File: config.mk
export PLATFORM = sky130hd
export DESIGN_NAME = lcd_two_line_scroll_terminal
export DESIGN_NICKNAME = d
export VERILOG_FILES = /design/src/rtl/lts_pkg.sv /design/src/rtl/lts_line_store.sv /design/src/rtl/lcd_two_line_scroll_terminal.sv
export SDC_FILE = /design/constraint.sdc
export NUM_CORES = 1
export LEC_CHECK = 0
export BUFFER_PORTS_ARGS = -buffer_cell sky130_fd_sc_hd__buf_2
export CAP_MARGIN = 30
export CORE_ASPECT_RATIO = 0.75
export CORE_MARGIN = 2
export CORE_UTILIZATION = 30
export DETAILED_ROUTE_END_ITERATION = 10
export PLACE_DENSITY = 0.42
export SYNTH_ARGS = -nofsm -noshare
export SYNTH_HDL_FRONTEND = slang
export SYNTH_SLANG_ARGS = --single-unit
File: constraint.sdc
create_clock -name clock -period 2.5 [get_ports clock]
set_input_delay 0.125 -clock clock [delete_from_list [all_inputs] [get_ports clock]]
set_output_delay 0.125 -clock clock [all_outputs]
set_load 0.01 [all_outputs]
File: src/rtl/lts_pkg.sv
// Package for the two-line scrolling LCD terminal.
// Holds character codes, display commands and the store control struct; no dependencies.
`default_nettype none

package lts_pkg;

   localparam int LINE_WIDTH_DEFAULT = 16;

   localparam logic [7:0] CH_CR     = 8'h0D;
   localparam logic [7:0] CH_LF     = 8'h0A;
   localparam logic [7:0] CMD_CLEAR = 8'h01;
   localparam logic [7:0] CMD_DDRAM = 8'h80;
   localparam logic [7:0] LINE2_ADDR = 8'h40;
   localparam logic [7:0] CMD_LINE2 = CMD_DDRAM | LINE2_ADDR;

   typedef struct packed {
      logic wr_en;
      logic rd_en;
   } store_ctl_type;

endpackage

`default_nettype wire

File: src/rtl/lts_line_store.sv
// Line store of the scrolling terminal: one write port, one registered read port.
// Entries never written read as zero through per-entry valid bits. Uses lts_pkg.
`default_nettype none

module lts_line_store #(
   parameter int LINE_WIDTH = lts_pkg::LINE_WIDTH_DEFAULT,
   parameter int IDX_W      = (LINE_WIDTH > 1) ? $clog2(LINE_WIDTH) : 1
) (
   input  wire logic                 clock,
   input  wire logic                 reset,
   input  wire lts_pkg::store_ctl_type ctl,
   input  wire logic [IDX_W-1:0]     wr_addr,
   input  wire logic [7:0]           wr_data,
   input  wire logic [IDX_W-1:0]     rd_addr,
   output logic [7:0]                rd_data
);
   import lts_pkg::*;

   logic [7:0]            mem [LINE_WIDTH];
   logic [LINE_WIDTH-1:0] vld_ff;
   logic [7:0]            mem_rd_ff;
   logic                  vld_rd_ff;

   always_ff @(posedge clock) begin
      if (ctl.wr_en) begin
         mem[wr_addr] <= wr_data;
      end
      if (ctl.rd_en) begin
         mem_rd_ff <= mem[rd_addr];
      end
   end

   always_ff @(posedge clock) begin
      if (reset) begin
         vld_ff    <= '0;
         vld_rd_ff <= 1'b0;
      end else begin
         if (ctl.wr_en) begin
            vld_ff[wr_addr] <= 1'b1;
         end
         if (ctl.rd_en) begin
            vld_rd_ff <= vld_ff[rd_addr];
         end
      end
   end

   assign rd_data = vld_rd_ff ? mem_rd_ff : 8'h00;

endmodule

`default_nettype wire

File: src/rtl/lcd_two_line_scroll_terminal.sv
// Two-line scrolling terminal for a character LCD: turns each character into
// a run of command/data beats. A printable character takes one output beat, a
// carriage return one beat; a newline or a character on a full line takes a
// clear beat, one redraw beat per recorded character, a line-2 beat and, for
// a printable character, the character beat. The input is stalled for the
// whole run, and a redraw is paced by the single registered read port of
// the line store (one read, then one beat, per character).
// The sequencer's one counter and compare walk the store entry by entry.
// Depends on lts_pkg and lts_line_store.
`default_nettype none

module lcd_two_line_scroll_terminal #(
   parameter int LINE_WIDTH = lts_pkg::LINE_WIDTH_DEFAULT
) (
   input  wire logic       clock,
   input  wire logic       reset,
   input  wire logic       req_valid,
   output logic            req_stall,
   input  wire logic [7:0] req_char_in,
   output logic            rsp_valid,
   input  wire logic       rsp_stall,
   output logic            rsp_is_data,
   output logic [7:0]      rsp_lcd_byte,
   output logic            rsp_last_of_run
);
   import lts_pkg::*;

   localparam int CNT_W = $clog2(LINE_WIDTH + 1);
   localparam int IDX_W = (LINE_WIDTH > 1) ? $clog2(LINE_WIDTH) : 1;
   localparam logic [CNT_W-1:0] LW = CNT_W'(LINE_WIDTH);

   typedef enum logic [2:0] {
      S_IDLE, S_CLEAR, S_READ, S_DATA, S_LINE2, S_CHAR
   } state_type;

   state_type        state_ff, state_in;
   logic [7:0]       char_ff, char_in;
   logic [CNT_W-1:0] cur_ff, cur_in;
   logic [CNT_W-1:0] rec_ff, rec_in;
   logic [CNT_W-1:0] idx_ff, idx_in;
   logic             rsp_valid_ff, rsp_valid_in;
   logic             rsp_is_data_ff, rsp_is_data_in;
   logic [7:0]       rsp_lcd_byte_ff, rsp_lcd_byte_in;
   logic             rsp_last_ff, rsp_last_in;

   store_ctl_type    ctl;
   logic [7:0]       rd_data;
   logic             out_free;
   logic             accept;
   logic [CNT_W-1:0] rec_max;
   logic [CNT_W-1:0] idx_next;

   lts_line_store #(
      .LINE_WIDTH(LINE_WIDTH),
      .IDX_W     (IDX_W)
   ) u_store (
      .clock  (clock),
      .reset  (reset),
      .ctl    (ctl),
      .wr_addr(cur_ff[IDX_W-1:0]),
      .wr_data(char_ff),
      .rd_addr(idx_ff[IDX_W-1:0]),
      .rd_data(rd_data)
   );

   assign out_free  = !rsp_valid_ff || !rsp_stall;
   assign req_stall = (state_ff != S_IDLE);
   assign accept    = req_valid && !req_stall;
   assign rec_max   = (rec_ff < cur_ff) ? cur_ff : rec_ff;
   assign idx_next  = idx_ff + CNT_W'(1);

   always_comb begin
      state_in        = state_ff;
      char_in         = char_ff;
      cur_in          = cur_ff;
      rec_in          = rec_ff;
      idx_in          = idx_ff;
      rsp_valid_in    = rsp_valid_ff && rsp_stall;
      rsp_is_data_in  = rsp_is_data_ff;
      rsp_lcd_byte_in = rsp_lcd_byte_ff;
      rsp_last_in     = rsp_last_ff;
      ctl             = '0;

      unique case (state_ff)
         S_IDLE: begin
            if (accept) begin
               char_in = req_char_in;
               if (req_char_in == CH_CR) begin
                  state_in = S_LINE2;
               end else if (req_char_in == CH_LF || cur_ff >= LW) begin
                  state_in = S_CLEAR;
               end else begin
                  state_in = S_CHAR;
               end
            end
         end
         S_CLEAR: begin
            if (out_free) begin
               rsp_valid_in    = 1'b1;
               rsp_is_data_in  = 1'b0;
               rsp_lcd_byte_in = CMD_CLEAR;
               rsp_last_in     = 1'b0;
               rec_in          = (rec_max > LW) ? LW : rec_max;
               idx_in          = '0;
               state_in        = (rec_max == '0) ? S_LINE2 : S_READ;
            end
         end
         S_READ: begin
            ctl.rd_en = 1'b1;
            state_in  = S_DATA;
         end
         S_DATA: begin
            // read data holds in the store until the next read
            if (out_free) begin
               rsp_valid_in    = 1'b1;
               rsp_is_data_in  = 1'b1;
               rsp_lcd_byte_in = rd_data;
               rsp_last_in     = 1'b0;
               idx_in          = idx_next;
               state_in        = (idx_next >= rec_ff) ? S_LINE2 : S_READ;
            end
         end
         S_LINE2: begin
            if (out_free) begin
               rsp_valid_in    = 1'b1;
               rsp_is_data_in  = 1'b0;
               rsp_lcd_byte_in = CMD_LINE2;
               rsp_last_in     = (char_ff == CH_CR) || (char_ff == CH_LF);
               cur_in          = '0;
               if (char_ff == CH_CR) begin
                  if (rec_ff == '0) begin
                     rec_in = cur_ff;
                  end
                  state_in = S_IDLE;
               end else begin
                  rec_in   = '0;
                  state_in = (char_ff == CH_LF) ? S_IDLE : S_CHAR;
               end
            end
         end
         S_CHAR: begin
            if (out_free) begin
               ctl.wr_en       = 1'b1;
               cur_in          = cur_ff + CNT_W'(1);
               rsp_valid_in    = 1'b1;
               rsp_is_data_in  = 1'b1;
               rsp_lcd_byte_in = char_ff;
               rsp_last_in     = 1'b1;
               state_in        = S_IDLE;
            end
         end
         default: begin
            state_in = S_IDLE;
         end
      endcase
   end

   always_ff @(posedge clock) begin
      if (reset) begin
         state_ff     <= S_IDLE;
         cur_ff       <= '0;
         rec_ff       <= '0;
         idx_ff       <= '0;
         rsp_valid_ff <= 1'b0;
      end else begin
         state_ff     <= state_in;
         cur_ff       <= cur_in;
         rec_ff       <= rec_in;
         idx_ff       <= idx_in;
         rsp_valid_ff <= rsp_valid_in;
      end
      char_ff         <= char_in;
      rsp_is_data_ff  <= rsp_is_data_in;
      rsp_lcd_byte_ff <= rsp_lcd_byte_in;
      rsp_last_ff     <= rsp_last_in;
   end

   assign rsp_valid       = rsp_valid_ff;
   assign rsp_is_data     = rsp_is_data_ff;
   assign rsp_lcd_byte    = rsp_lcd_byte_ff;
   assign rsp_last_of_run = rsp_last_ff;

endmodule

`default_nettype wire
* Word level (Yosys, flattened, before mapping)
Memory sizes are Yosys's and may differ from the RTL's. A register that Yosys moved wholly into a read port is not among the register bits.
Index checks and enable logic that the tools add are counted.
** Storage, ports and cells
- Memories :: 1
- Bits in writable memories :: 128
- Output and inout bits :: 12
- Input bits :: 12
- Register bits after elaboration :: 54
- Word-level logic and storage cells :: 117
** Memories
- u_store.mem :: depth 16, bits a word 8, rd ports 1, clocked after Yosys merged registers in 1, write ports 1, RTL line lts_line_store.sv:19 : logic [7:0] mem [LINE_WIDTH];
** Cells by class
- Add/sub/neg operators :: 2
- Magnitude comparators :: 7
- Reductions and logical operators :: 31
- Bitwise logic cells :: 1
- Eq/ne operators :: 18
- Multiplexer cells :: 46
** Operators with widths (count)
- $mux 5 :: 9
- $mux 8 :: 5
- $mux 3 :: 11
- $eq 8x4->1 const B :: 4
- $pmux 8 s4 :: 1
- $pmux 5 s2 :: 3
- $pmux 3 s6 :: 1
- $or 16x16->16 :: 1
- $mux 1 :: 12
- $add 5x1->5 const B :: 2
- $logic_not 5->1 :: 2
- $lt 4x5->1 const B :: 2
- $ne 2x2->1 const B :: 5
- $reduce_and 5->1 :: 2
- $reduce_and 3->1 :: 3
- $reduce_and 4->1 :: 2
- $reduce_bool 2->1 :: 4
- $eq 3x2->1 const B :: 2
- $eq 3x3->1 const B :: 2
- $ne 2x1->1 const B :: 3
- $reduce_bool 3->1 :: 2
- $reduce_or 2->1 :: 3
- $ge 5x5->1 :: 1
- $ge 5x5->1 const B :: 1
- other kinds (16) :: 22

* Depth between registers and ports, before layout
- Word-level depth :: 6
- Gate-level depth with buffers :: 10
- Depth with buffers taken out :: 9

* Hierarchy
From an unflattened synthesis, not the netlist that was laid out.
** Second synthesis, totals
- Cells, all modules :: 516
- Area total of the unflattened synthesis :: 8139.1 sq um
** Modules (own cells, without submodules)
- lts_line_store :: seq. area each 4424.2 sq um, times used 1, area each 5954.5 sq um, cells an instance 286
- lcd_two_line_scroll_terminal :: seq. area each 920.9 sq um, times used 1, area each 2184.6 sq um, cells an instance 230

* Worst setup path after synthesis
OpenSTA, ideal clock, no wires.
- Path type :: reg-to-reg
- From :: register state_ff[2]
- To :: memory u_store.mem[11][0], enable pin
- Library setup time :: 370 ps
- Arrival :: 1794 ps
- Setup slack :: 335 ps
- Cell stages (with the launch flop) :: 9
- Path buffers :: 3
- Period minus slack after synthesis :: 2165 ps
- Data required time :: 2130 ps
- Cells stage by stage :: dfxtp_1 > buf_2 > nor2b_1 > buf_2 > nand2_1 > nor2_1 > buf_2 > nand2_1 > nor2_1
** On the way
- Longest elaborated chain between the ends :: 4
** RTL lines
- start: declaration :: RTL line lcd_two_line_scroll_terminal.sv:36 : state_type state_ff, state_in;
- start signal: assignment :: RTL line lcd_two_line_scroll_terminal.sv:166 : state_ff <= state_in;
- $eq 3x3->1 :: RTL line lcd_two_line_scroll_terminal.sv:84 : unique case (state_ff)
- $mux 1 :: RTL line lcd_two_line_scroll_terminal.sv:84
- $mux 1 :: RTL line lts_line_store.sv:25 : if (ctl.wr_en) begin
- $mux 1 (not written as such) :: RTL line lts_line_store.sv:26 : mem[wr_addr] <= wr_data;
- end: declaration :: RTL line lts_line_store.sv:19
No other way between the ends.

* Final worst setup path
- From :: register state_ff[2]
- To :: memory u_store.mem[15][6], enable pin
Same word-level chain as after synthesis.

==> results_dict.tcl <==
set metrics [dict create \
    via_per_inst 4.94 \
    reg2reg_from "state_ff[2]" \
    slowest_stage "dfxtp_1" \
    fin_nets 594 \
    min_period_ps 2280 \
    cp_top_family "simple AND/OR/NAND/NOR gates" \
    ios 24 \
    fin_util_pct 35.8 \
    synth-seq-area-share_pct 67.3 \
    num_rows 51 \
    p_leak_nw 3.09 \
    layout-drive-gt1-share_pct 23.2 \
    cp.required_ps 2620 \
    cp-start-kind "flip-flop" \
    n_antenna_cell 0 \
    synth_cells 505 \
    dr.pass1.iters 4 \
    worstRegToRegCells 6 \
    ys_warn_count 0 \
    wl_per_cell_um 20.4 \
    syn2layout_area_growth_pct 17.2 \
    routed_wl_um 18900 \
    drt_iter0_markers 283 \
    clk_transition_reported_paths_ps 70 \
    rr_endpoint "u_store.mem[15][6]" \
    ys_types 45 \
    track_usage_pct 14.2 \
    p_per_area_mw_per_mm2 800 \
    grt_pass1_vias 4516 \
    grt_max_degree 39 \
    portBuffers 23 \
    grt_remaining_overflow 0 \
    dieArea_mm2 0.0278 \
    tightest_slew_ps 656 \
    crit_chain "nor2b_1, nand2_1, nor2_1, nand2_1, nor2_1, buf_4" \
    synth_top_flop_cell "edfxtp_1" \
    dp_hpwl_um 13100 \
    status "finished, final reports clean" \
    syn_nets 531 \
    synth.top_cell.area_share_pct 58.3 \
    crit_path_start "state_ff[2]" \
    synth_edf_count 154 \
    cts_max_path_buffers 2 \
    slew_viol_final 0 \
    cap_violations 0 \
    numCtsBuffers 17 \
    die_h_um 145 \
    rsz0062_at_grt "no" \
    finalHoldViolations 0 \
    initial_core_util_pct 30.6 \
    ys_top_cells_by_area "edfxtp_1 (58%), mux4_2 (9.9%), dfxtp_1 (9.1%)" \
    coreArea_mm2 0.0260 \
    max_freq_mhz 439 \
    cp.buffers_inverters 1 \
    clk-insertion-delay-late_ps 430 \
    post-route-period-util_pct 91.1 \
    cts_root_buf "clkbuf_16" \
    syn_area_mm2 0.00794 \
    fin_skew_ps 12.1 \
    gp_congestion 0.743 \
    critical_path_arrival_ps 2400 \
    synth_seq_cells 190 \
    critical_path.max_fanout 11 \
    cts_tree "done" \
    crit_type "flip-flop to flip-flop" \
    setup_viol 0 \
    h-tree-depth 4 \
    synth.avg_cell_area_um2 15.7 \
    slowest_delay_ps 520 \
    drc 0 \
    rrSetupSlack_ps 220 \
    critical_path.endpoint "u_store.mem[15][6]" \
    worstSetupEndpointType "flip-flop" \
    antenna_found_initial 3 \
    die_width_um 192 \
    ys_async_sr_fraction_pct 0 \
    worst-path-stages 6 \
    irDropWorstVdd_mv 0.498 \
    num_vias 4574 \
    clkSinkCount 190 \
    post_cts_buffers 0 \
    grt_pass1_wl_um 28400 \
    antenna_left 0 \
    setup_tns_ps 0 \
    slew_headroom_pct 56.3 \
    hold_class "primary input to flip-flop" \
    synth_top_area_cell "edfxtp_1" \
]
[area by class of cell]
type	instances	area (µm²)
Clock buffer	22	507
Clock inverter	10	57.6
Fill cell	2445	16700
Inverter	13	48.8
Multi-Input combinational cell	275	2380
Sequential cell	190	5350
Tap cell	344	430
Timing Repair Buffer	71	533
[cells in the final DEF, fill, tap and decap left out, types with 6 or more instances in the layout]
cell	count
clkbuf_16	19
dfxtp_1	34
clkinv_2	6
nand3_1	7
nand2_1	25
mux4_1	10
inv_1	12
buf_2	23
dlygate4sd3_1	8
edfxtp_1	154
mux4_2	35
a31oi_1	21
o21ai_0	7
a22oi_1	8
buf_4	37
nor2_1	68
nand4_1	7
ha_1	14
a21oi_1	20
nor3_1	6
[repair_timing]
| item | in CTS | in global routing |
|---|---|---|
| endpoints found under the hold margin | 8 | 0 |
| hold buffers | 8 | 0 |
| resized for setup | 0 | 0 |
[metal layers]
metal / vias to the layer above / routed length [µm] / share of wire, % / GRT usage [%]
met5: - / 0 / 0 / 0
met4: 0 / 139 / 0.74 / 4.05
met3: 11 / 1030 / 5.4 / 3.21
met2: 129 / 8000 / 42 / 20.5
met1: 2334 / 9740 / 52 / 21.3
li1: 2100 / - / - / -
[worst reg2reg max path: cells and delay by family (launching register included)]
family | cells | cell delay [ps]
buffers and inverters | 1 | 210
flip-flops | 1 | 520
AND/OR/NAND/NOR | 5 | 1230
[cells by family (layout without fill, tap and decap cells)]
family | Yosys count | after routing | share of synthesized area (%)
buf+inv | 40 | 116 | 2.65
xor+xnor | 4 | 4 | 0.441
simple gates | 137 | 137 | 8.02
flops | 190 | 190 | 67.3
fa+ha+maj | 14 | 14 | 2.21
mux | 48 | 48 | 13.6
compound gates | 72 | 72 | 5.74
[worst min-delay path by stage]
stage,from,to,slack [ps],cells past startpoint
after floorplan,req_char_in[0],char_ff[0],220,0
after global placement,req_char_in[3],char_ff[3],320,1
after detailed placement,req_char_in[4],char_ff[4],320,1
after CTS,rsp_stall,rsp_valid,150,3
after global routing,rsp_stall,rsp_valid,190,3
final,rsp_stall,rsp_valid,170,3
[power breakdown]
| group | total [mW] | leakage, nW | internal, mW | switching (mW) |
|---|---|---|---|---|
| combinational | 1.04 | 1.11 | 0.356 | 0.687 |
| clock | 2.58 | 0.292 | 1.44 | 1.14 |
| sequential | 3.82 | 1.69 | 3.73 | 0.0912 |
[cells in the mapped netlist (2+ instances only)]
cell and instances:
edfxtp_1 154, nor2_1 68, dfxtp_1 36, mux4_2 35
nand2_1 25, a31oi_1 21, a21oi_1 20, ha_1 14
inv_1 11, buf_2 10, clkbuf_1 10, mux4_1 10
a22oi_1 8, nand3_1 7, nand4_1 7, o21ai_0 7
nor3_1 6, and2_1 5, nor2b_1 5, a22o_1 4
nor3b_1 4, buf_1 3, mux2i_1 3, nand2b_1 3
o31ai_1 3, xnor2_1 3, a21o_1 2, buf_12 2
buf_6 2, o21a_1 2
[flip-flops by register name, summed over array words and instances, names as in the netlist, 5 cells and up]
name	flops
u_store.vld_ff	16
rec_ff	5
u_store.mem_rd_ff	8
rsp_lcd_byte	8
char_ff	8
idx_ff	5
u_store.mem	128
cur_ff	5
[stage by stage]
| stage | hold WS, ps | std cells | setup WS (ps) | instance area (µm²) | power, mW |
|---|---|---|---|---|---|
| 2_1_floorplan | 224 | 505 | 335 | 7940 | 4.45 |
| 3_3_place_gp | 319 | 885 | 242 | 8660 | 4.94 |
| 3_5_place_dp | 321 | 885 | 207 | 8660 | 4.93 |
| 4_1_cts | 154 | 925 | 201 | 9310 | 7.53 |
| 5_1_grt | 188 | 925 | 15.3 | 9310 | 7.77 |
| 6_report | 170 | 925 | 223 | 9310 | 7.45 |
Note: power is estimated with default switching activity, not from simulation.
